## config.mk

```make
export PLATFORM = sky130hd
export DESIGN_NAME = fuzzy_leak_classifier
export DESIGN_NICKNAME = d
export VERILOG_FILES = /design/src/sv/fzl_pkg.sv /design/src/sv/fzl_div.sv /design/src/sv/fuzzy_leak_classifier.sv
export SDC_FILE = /design/constraint.sdc
export NUM_CORES = 2
export LEC_CHECK = 0
export ABC_AREA = 1
export BUFFER_PORTS_ARGS = -buffer_cell sky130_fd_sc_hd__buf_2
export CORE_ASPECT_RATIO = 0.75
export CORE_MARGIN = 2
export CORE_UTILIZATION = 65
export DETAILED_ROUTE_END_ITERATION = 10
export GPL_TIMING_DRIVEN = 0
export PLACE_DENSITY = 0.83
export SYNTH_ARGS = -nofsm -noshare
export SYNTH_HDL_FRONTEND = slang
export SYNTH_SLANG_ARGS = --single-unit
```

## constraint.sdc

```tcl
create_clock -name clock -period 33.2 [get_ports clock]
set_input_delay 1.66 -clock clock [delete_from_list [all_inputs] [get_ports clock]]
set_output_delay 1.66 -clock clock [all_outputs]
set_load 0.01 [all_outputs]
```

## src/sv/fzl_pkg.sv

```systemverilog
// ----------------------------------------------------------------------------
// fzl_pkg
// Shared types, constants and functions of the fuzzy leak classifier.
// ----------------------------------------------------------------------------
package fzl_pkg;

   localparam int ReadingW = 16;
   localparam int GradeW   = 9;
   localparam int DenW     = 10;
   localparam int ProdW    = 26;
   localparam int SumW     = 28;
   localparam int MagW     = 25;
   localparam int QuoW     = 16;
   localparam int DivSteps = 4;
   localparam int DivBitsPerStep = QuoW / DivSteps;

   localparam int GradeOne = 256;

   typedef logic [GradeW-1:0] grade_type;

   typedef enum logic [1:0] {
      CSR_CENTER_LOW  = 2'd0,
      CSR_CENTER_MID  = 2'd1,
      CSR_CENTER_HIGH = 2'd2
   } csr_index_type;

   typedef struct packed {
      logic             valid;
      logic [DenW-1:0]  rem;
      logic [QuoW-1:0]  low;
      logic [DenW-1:0]  den;
      logic             neg;
      logic             zero;
   } div_stage_type;

   // Membership grade of a trapezoid; a triangle has p1 equal to p2. All slopes
   // are powers of two, so every ramp is a left shift.
   function automatic grade_type trap_grade(logic signed [ReadingW-1:0] x,
                                            int p0, int p1, int p2, int p3,
                                            int su, int sd);
      logic signed [ReadingW+1:0] xe;
      logic signed [ReadingW+1:0] d;
      grade_type                  g;
      xe = (ReadingW+2)'(x);
      d  = '0;
      if (xe <= (ReadingW+2)'(p0)) begin
         g = '0;
      end else if (xe <= (ReadingW+2)'(p1)) begin
         d = (xe - (ReadingW+2)'(p0)) <<< su;
         g = d[GradeW-1:0];
      end else if (xe <= (ReadingW+2)'(p2)) begin
         g = GradeW'(GradeOne);
      end else if (xe <= (ReadingW+2)'(p3)) begin
         d = ((ReadingW+2)'(p3) - xe) <<< sd;
         g = d[GradeW-1:0];
      end else begin
         g = '0;
      end
      return g;
   endfunction

   function automatic grade_type min_grade(grade_type a, grade_type b);
      return (a < b) ? a : b;
   endfunction

   function automatic grade_type max_grade(grade_type a, grade_type b);
      return (a > b) ? a : b;
   endfunction

   // Several restoring division steps: one quotient bit per step.
   function automatic div_stage_type div_step(div_stage_type s);
      div_stage_type  r;
      logic [DenW:0]  t;
      r = s;
      for (int i = 0; i < DivBitsPerStep; i++) begin
         t = {r.rem, r.low[QuoW-1]};
         r.low = {r.low[QuoW-2:0], 1'b0};
         if (t >= {1'b0, r.den}) begin
            t = t - {1'b0, r.den};
            r.low[0] = 1'b1;
         end
         r.rem = t[DenW-1:0];
      end
      return r;
   endfunction

endpackage

```

## src/sv/fzl_div.sv

```systemverilog
// ----------------------------------------------------------------------------
// fzl_div
// Pipelined unsigned divider: magnitude of the weighted sum by the strength sum.
// ----------------------------------------------------------------------------
module fzl_div (
   input  logic                        clock,
   input  logic                        reset,
   input  logic                        advance,
   input  fzl_pkg::div_stage_type      in_stage,
   output fzl_pkg::div_stage_type      out_stage
);
   import fzl_pkg::*;

   div_stage_type stage_ff [DivSteps];

   always_ff @(posedge clock) begin
      if (reset) begin
         for (int i = 0; i < DivSteps; i++) begin
            stage_ff[i].valid <= 1'b0;
         end
      end else if (advance) begin
         stage_ff[0] <= div_step(in_stage);
         for (int i = 1; i < DivSteps; i++) begin
            stage_ff[i] <= div_step(stage_ff[i-1]);
         end
      end
   end

   assign out_stage = stage_ff[DivSteps-1];

endmodule

```

## src/sv/fuzzy_leak_classifier.sv

```systemverilog
// ----------------------------------------------------------------------------
// fuzzy_leak_classifier
// Two-input fuzzy classifier with min/max inference and weighted average.
// ----------------------------------------------------------------------------
// A request is taken in every cycle in which the result side does not stall;
// each request produces one response. The path runs through the grading, rule,
// multiply and sum stages, then a four-stage divider that resolves four
// quotient bits per stage, and last the output register.
module fuzzy_leak_classifier (
   input  logic                               clock,
   input  logic                               reset,
   input  logic                               req_valid,
   output logic                               req_stall,
   input  logic signed [fzl_pkg::ReadingW-1:0] req_reading_a,
   input  logic signed [fzl_pkg::ReadingW-1:0] req_reading_b,
   output logic                               rsp_valid,
   input  logic                               rsp_stall,
   output logic signed [fzl_pkg::ReadingW-1:0] rsp_crisp_value,
   output logic                               rsp_no_rule_fired,
   input  logic                               csr_write,
   input  logic [1:0]                         csr_index,
   input  logic [fzl_pkg::ReadingW-1:0]       csr_data
);
   import fzl_pkg::*;

   logic                       advance;
   logic signed [ReadingW-1:0] center_ff [3];

   logic                       v1_ff, v2_ff, v3_ff, v4_ff;
   grade_type                  a_ff [3];
   grade_type                  b_ff [3];
   grade_type                  s_ff [3];
   logic signed [ProdW-1:0]    p_ff [3];
   logic [DenW-1:0]            den3_ff;
   logic [MagW-1:0]            mag_ff;
   logic [DenW-1:0]            den4_ff;
   logic                       neg_ff;
   logic                       zero_ff;

   logic signed [SumW-1:0]     sum_in;
   logic [SumW-1:0]            mag_in;
   grade_type                  bmax;
   div_stage_type              div_in;
   div_stage_type              div_out;
   logic signed [ReadingW-1:0] value_in;

   logic                       rsp_valid_ff;
   logic signed [ReadingW-1:0] rsp_value_ff;
   logic                       rsp_flag_ff;

   assign advance   = !rsp_valid_ff || !rsp_stall;
   assign req_stall = !advance;

   always_ff @(posedge clock) begin
      if (reset) begin
         center_ff[0] <= 16'sd32;
         center_ff[1] <= 16'sd48;
         center_ff[2] <= 16'sd64;
      end else if (csr_write) begin
         unique case (csr_index)
            CSR_CENTER_LOW:  center_ff[0] <= csr_data;
            CSR_CENTER_MID:  center_ff[1] <= csr_data;
            CSR_CENTER_HIGH: center_ff[2] <= csr_data;
            default: ;
         endcase
      end
   end

   assign bmax   = max_grade(max_grade(b_ff[0], b_ff[1]), b_ff[2]);
   assign sum_in = SumW'(p_ff[0]) + SumW'(p_ff[1]) + SumW'(p_ff[2]);
   assign mag_in = sum_in[SumW-1] ? SumW'(-sum_in) : SumW'(sum_in);

   always_ff @(posedge clock) begin
      if (reset) begin
         v1_ff <= 1'b0;
         v2_ff <= 1'b0;
         v3_ff <= 1'b0;
         v4_ff <= 1'b0;
      end else if (advance) begin
         v1_ff <= req_valid;
         a_ff[0] <= trap_grade(req_reading_a, -96, -32, 0, 32, 2, 3);
         a_ff[1] <= trap_grade(req_reading_a, 0, 32, 32, 64, 3, 3);
         a_ff[2] <= trap_grade(req_reading_a, 32, 64, 96, 128, 3, 3);
         b_ff[0] <= trap_grade(req_reading_b, -96, -96, 8, 16, 5, 5);
         b_ff[1] <= trap_grade(req_reading_b, 8, 16, 16, 24, 5, 5);
         b_ff[2] <= trap_grade(req_reading_b, 16, 24, 32, 40, 5, 5);

         v2_ff <= v1_ff;
         for (int i = 0; i < 3; i++) begin
            s_ff[i] <= min_grade(a_ff[i], bmax);
         end

         v3_ff <= v2_ff;
         for (int i = 0; i < 3; i++) begin
            p_ff[i] <= ProdW'($signed({1'b0, s_ff[i]}) * center_ff[i]);
         end
         den3_ff <= DenW'(s_ff[0]) + DenW'(s_ff[1]) + DenW'(s_ff[2]);

         v4_ff   <= v3_ff;
         mag_ff  <= mag_in[MagW-1:0];
         neg_ff  <= sum_in[SumW-1];
         den4_ff <= den3_ff;
         zero_ff <= (den3_ff == '0);
      end
   end

   always_comb begin
      div_in.valid = v4_ff;
      div_in.rem   = DenW'(mag_ff[MagW-1:QuoW]);
      div_in.low   = mag_ff[QuoW-1:0];
      div_in.den   = den4_ff;
      div_in.neg   = neg_ff;
      div_in.zero  = zero_ff;
   end

   fzl_div u_div (
      .clock     (clock),
      .reset     (reset),
      .advance   (advance),
      .in_stage  (div_in),
      .out_stage (div_out)
   );

   always_comb begin
      if (div_out.zero) begin
         value_in = '0;
      end else if (div_out.neg) begin
         value_in = ReadingW'(-$signed({1'b0, div_out.low}));
      end else if (div_out.low[QuoW-1]) begin
         value_in = 16'sd32767;
      end else begin
         value_in = $signed(div_out.low);
      end
   end

   always_ff @(posedge clock) begin
      if (reset) begin
         rsp_valid_ff <= 1'b0;
      end else if (advance) begin
         rsp_valid_ff <= div_out.valid;
         rsp_value_ff <= value_in;
         rsp_flag_ff  <= div_out.zero;
      end
   end

   assign rsp_valid         = rsp_valid_ff;
   assign rsp_crisp_value   = rsp_value_ff;
   assign rsp_no_rule_fired = rsp_flag_ff;

endmodule
```

==> summary.txt <==
area grow syn2layout = 7.68%
Worst Path Buf+Inv = 4
beginning of the critical path = u_div.stage_ff[2][6]$_DFFE_PP_
Fmax = 131 MHz
post_cts resized = 0
cells after synthesis = 4179
syn nets = 4907
Routed Antenna Nets = 0
status = completed
Cell Area, Synth = 35300 µm²
CP Capture Type = flop
die area = 56200 µm²
Initial Utilization = 0.662
drt wl/cell = 16.0 µm
# port buffers = 73
CP max stage delay = 730 ps
io pins = 74
Hold Crit Class = flop to flop
most frequent cell after synthesis = nand2_1
RSZ-0062 raised after global routing = no
vias in the first global route = 27224
CP Max Fanout = 10
Synth Area in XOR/XNOR = 0.0409
delay-heaviest family, CP = compound AO/OA/AOI/OAI gates
commonest cells in the netlist = nand2_1, inv_1, ha_1
placed standard-cell area = 36800 µm²
Detailed Route WL = 80.6 mm
min-delay src = u_div.stage_ff[1][22]$_DFFE_PP_
Worst path slowest cell = a21oi_1
Clock Latency Late Sink = 560 ps
Syn. warnings = 0
fin crit period = 7650 ps
Final Max Tran Viols = 0
via count = 27886
Arr. time, crit path = 7930 ps
ys flop type = edfxtp_1
total global routing overflow = 0
number of flops mapped to enable cells by yosys = 350
Final GP Congestion = 0.939
Worst slew margin = 0.350
max_cap viols = 0
worst-margin pin slew = 962 ps
cell area after layout = 38000 µm²
# Post-CTS Setup Buffers = 0
post-synthesis cell type count = 59
Global Route Usage Sum = 0.294
Final Hold Viols = 0
initial antenna violation count = 0
Synth Area in Adders = 0.292
number of diodes = 0
CTS clk-pin slew, worst paths = 70 ps
CP Launch Type = flop
Seq/Total Area, Yosys = 0.301
top-area cell type share of the netlist area = 0.298
Synth async-reset ratio = 0
num rows = 73
root buf cell = clkbuf_16
Pre-Repair DR Iteration Count = 6
Tcrit/Tclk final = 0.230
fillers = 4002
CTS tree = done
DR DRC count = 0
clk buf depth = 3
total CTS buffers = 38
Die Height = 206 µm
Initial DRC Count = 2571
area leader, netlist = edfxtp_1
Setup TNS Final = 0 ps
Setup violations, final = 0
clock sinks = 355
Avg Inst Size Synth = 8.44 µm²
share of layout cells above drive strength 1 = 0.0566
largest net degree at the start of global routing = 38
complex-gate fraction of the synthesized area = 0.0641
clk_skew = 26.9 ps
depth of the CTS H-tree = 2
core box area = 53300 µm²
Die X-Extent = 273 µm
Synth area leaders = edfxtp_1, ha_1, fa_1
Simple-Gate Fraction of Synth Area = 0.203
CP Data Required Time = 33490 ps
RR Startpoint = u_div.stage_ff[2][6]$_DFFE_PP_
Post-CTS Hold Buffers = 0
Post-DP HPWL = 64.3 mm
Vias/cell = 5.54
mux contribution to synthesized area = 0
Nets = 5030
first-pass GRT wire length = 133 mm
synthesized flop and latch total = 355
worst setup path class = flop to flop
largest family of logic cells by synthesized area = adder cells
[state kept, by name, summed over array words and instances (netlist names)]
name and flops:
center_ff 48, mag_ff 23, v2_ff 1, rsp_no_rule_fired 1, neg_ff 1, rsp_valid 1, p_ff 70, den3_ff 8
den4_ff 8, v3_ff 1, v1_ff 1, v4_ff 1, rsp_crisp_value 16, s_ff 19, a_ff 19, u_div.stage_ff 124
zero_ff 1, b_ff 12
[metrics by stage]
stage	utilization	cells	worst slack (ps)	hold WS (ps)
2_1_floorplan	-	4179	16520	400
3_5_place_dp	0.689	4974	25790	405
3_3_place_gp	0.685	4964	10650	402
5_1_grt	0.712	5038	24960	425
4_1_cts	0.712	5038	25750	416
6_report	0.712	5038	25550	414
[worst paths after layout]
path / cells past startpoint / slack [ps] / end
hold reg to reg: 0 / 410 / u_div.stage_ff[2][26]$_DFFE_PP_
hold / removal: 0 / 410 / u_div.stage_ff[2][26]$_DFFE_PP_
setup / recovery: 36 / 25550 / u_div.stage_ff[3][12]$_DFFE_PP_
setup reg to reg: 36 / 25550 / u_div.stage_ff[3][12]$_DFFE_PP_
[worst register-to-register path: cells and delay by family (launching register included)]
kind / cells / cell delay (ps)
DFF: 1 / 370
AOI/OAI and AO/OA: 15 / 3440
buffers and inverters: 4 / 780
and+or+nand+nor: 13 / 1590
adders and majority gates: 4 / 1190
[cell families (layout without fill, tap and decap cells)]
logic type | Yosys count | count (layout)
fa+ha+maj | 673 | 673
xor+xnor | 165 | 165
flops | 355 | 355
simple gates | 1667 | 1667
buf+inv | 921 | 1068
compound gates | 398 | 398
[cell usage in the layout, fill, tap and decap left out, drive strengths merged, types with 7 or more instances in the layout]
cell type	netlist	routed
nor4	7	7
nand3b	17	17
o21ai	105	105
o22ai	7	7
buf	8	91
a211oi	10	10
clkinv	1	14
fa	251	251
a21boi	8	8
nor2	228	228
nand4	47	47
a21oi	207	207
inv	869	872
o21bai	14	14
edfxtp	350	350
o2111ai	7	7
nand3	204	204
xor2	108	108
nor3	44	44
nand2	1079	1079
ha	422	422
clkbuf	43	84
a31oi	17	17
xnor2	57	57
or2	35	35
[metal layers]
layer / up-vias / track usage / routed length [µm]
met4: 0 / 0.0978 / 2660
li1: 13633 / - / -
met2: 1124 / 0.502 / 37600
met5: - / 0 / 0
met3: 173 / 0.0413 / 6220
met1: 12956 / 0.387 / 34100
[cell type report]
| class | count | area [µm²] | share of cell area |
|---|---|---|---|
| repair buffers | 83 | 588 | 0.0155 |
| flip-flops and latches | 355 | 10600 | 0.279 |
| multi-input cells | 2903 | 21200 | 0.558 |
| clock buffers | 41 | 983 | 0.0259 |
| inverters | 870 | 3270 | 0.0860 |
| plain buffers | 51 | 230 | 0.00606 |
| well taps | 712 | 891 | 0.0234 |
| clock inverters | 23 | 240 | 0.00632 |
Power is left out: the tool's default activity adds up to more than one toggle a clock period on the data nets, which glitch-free logic cannot reach.
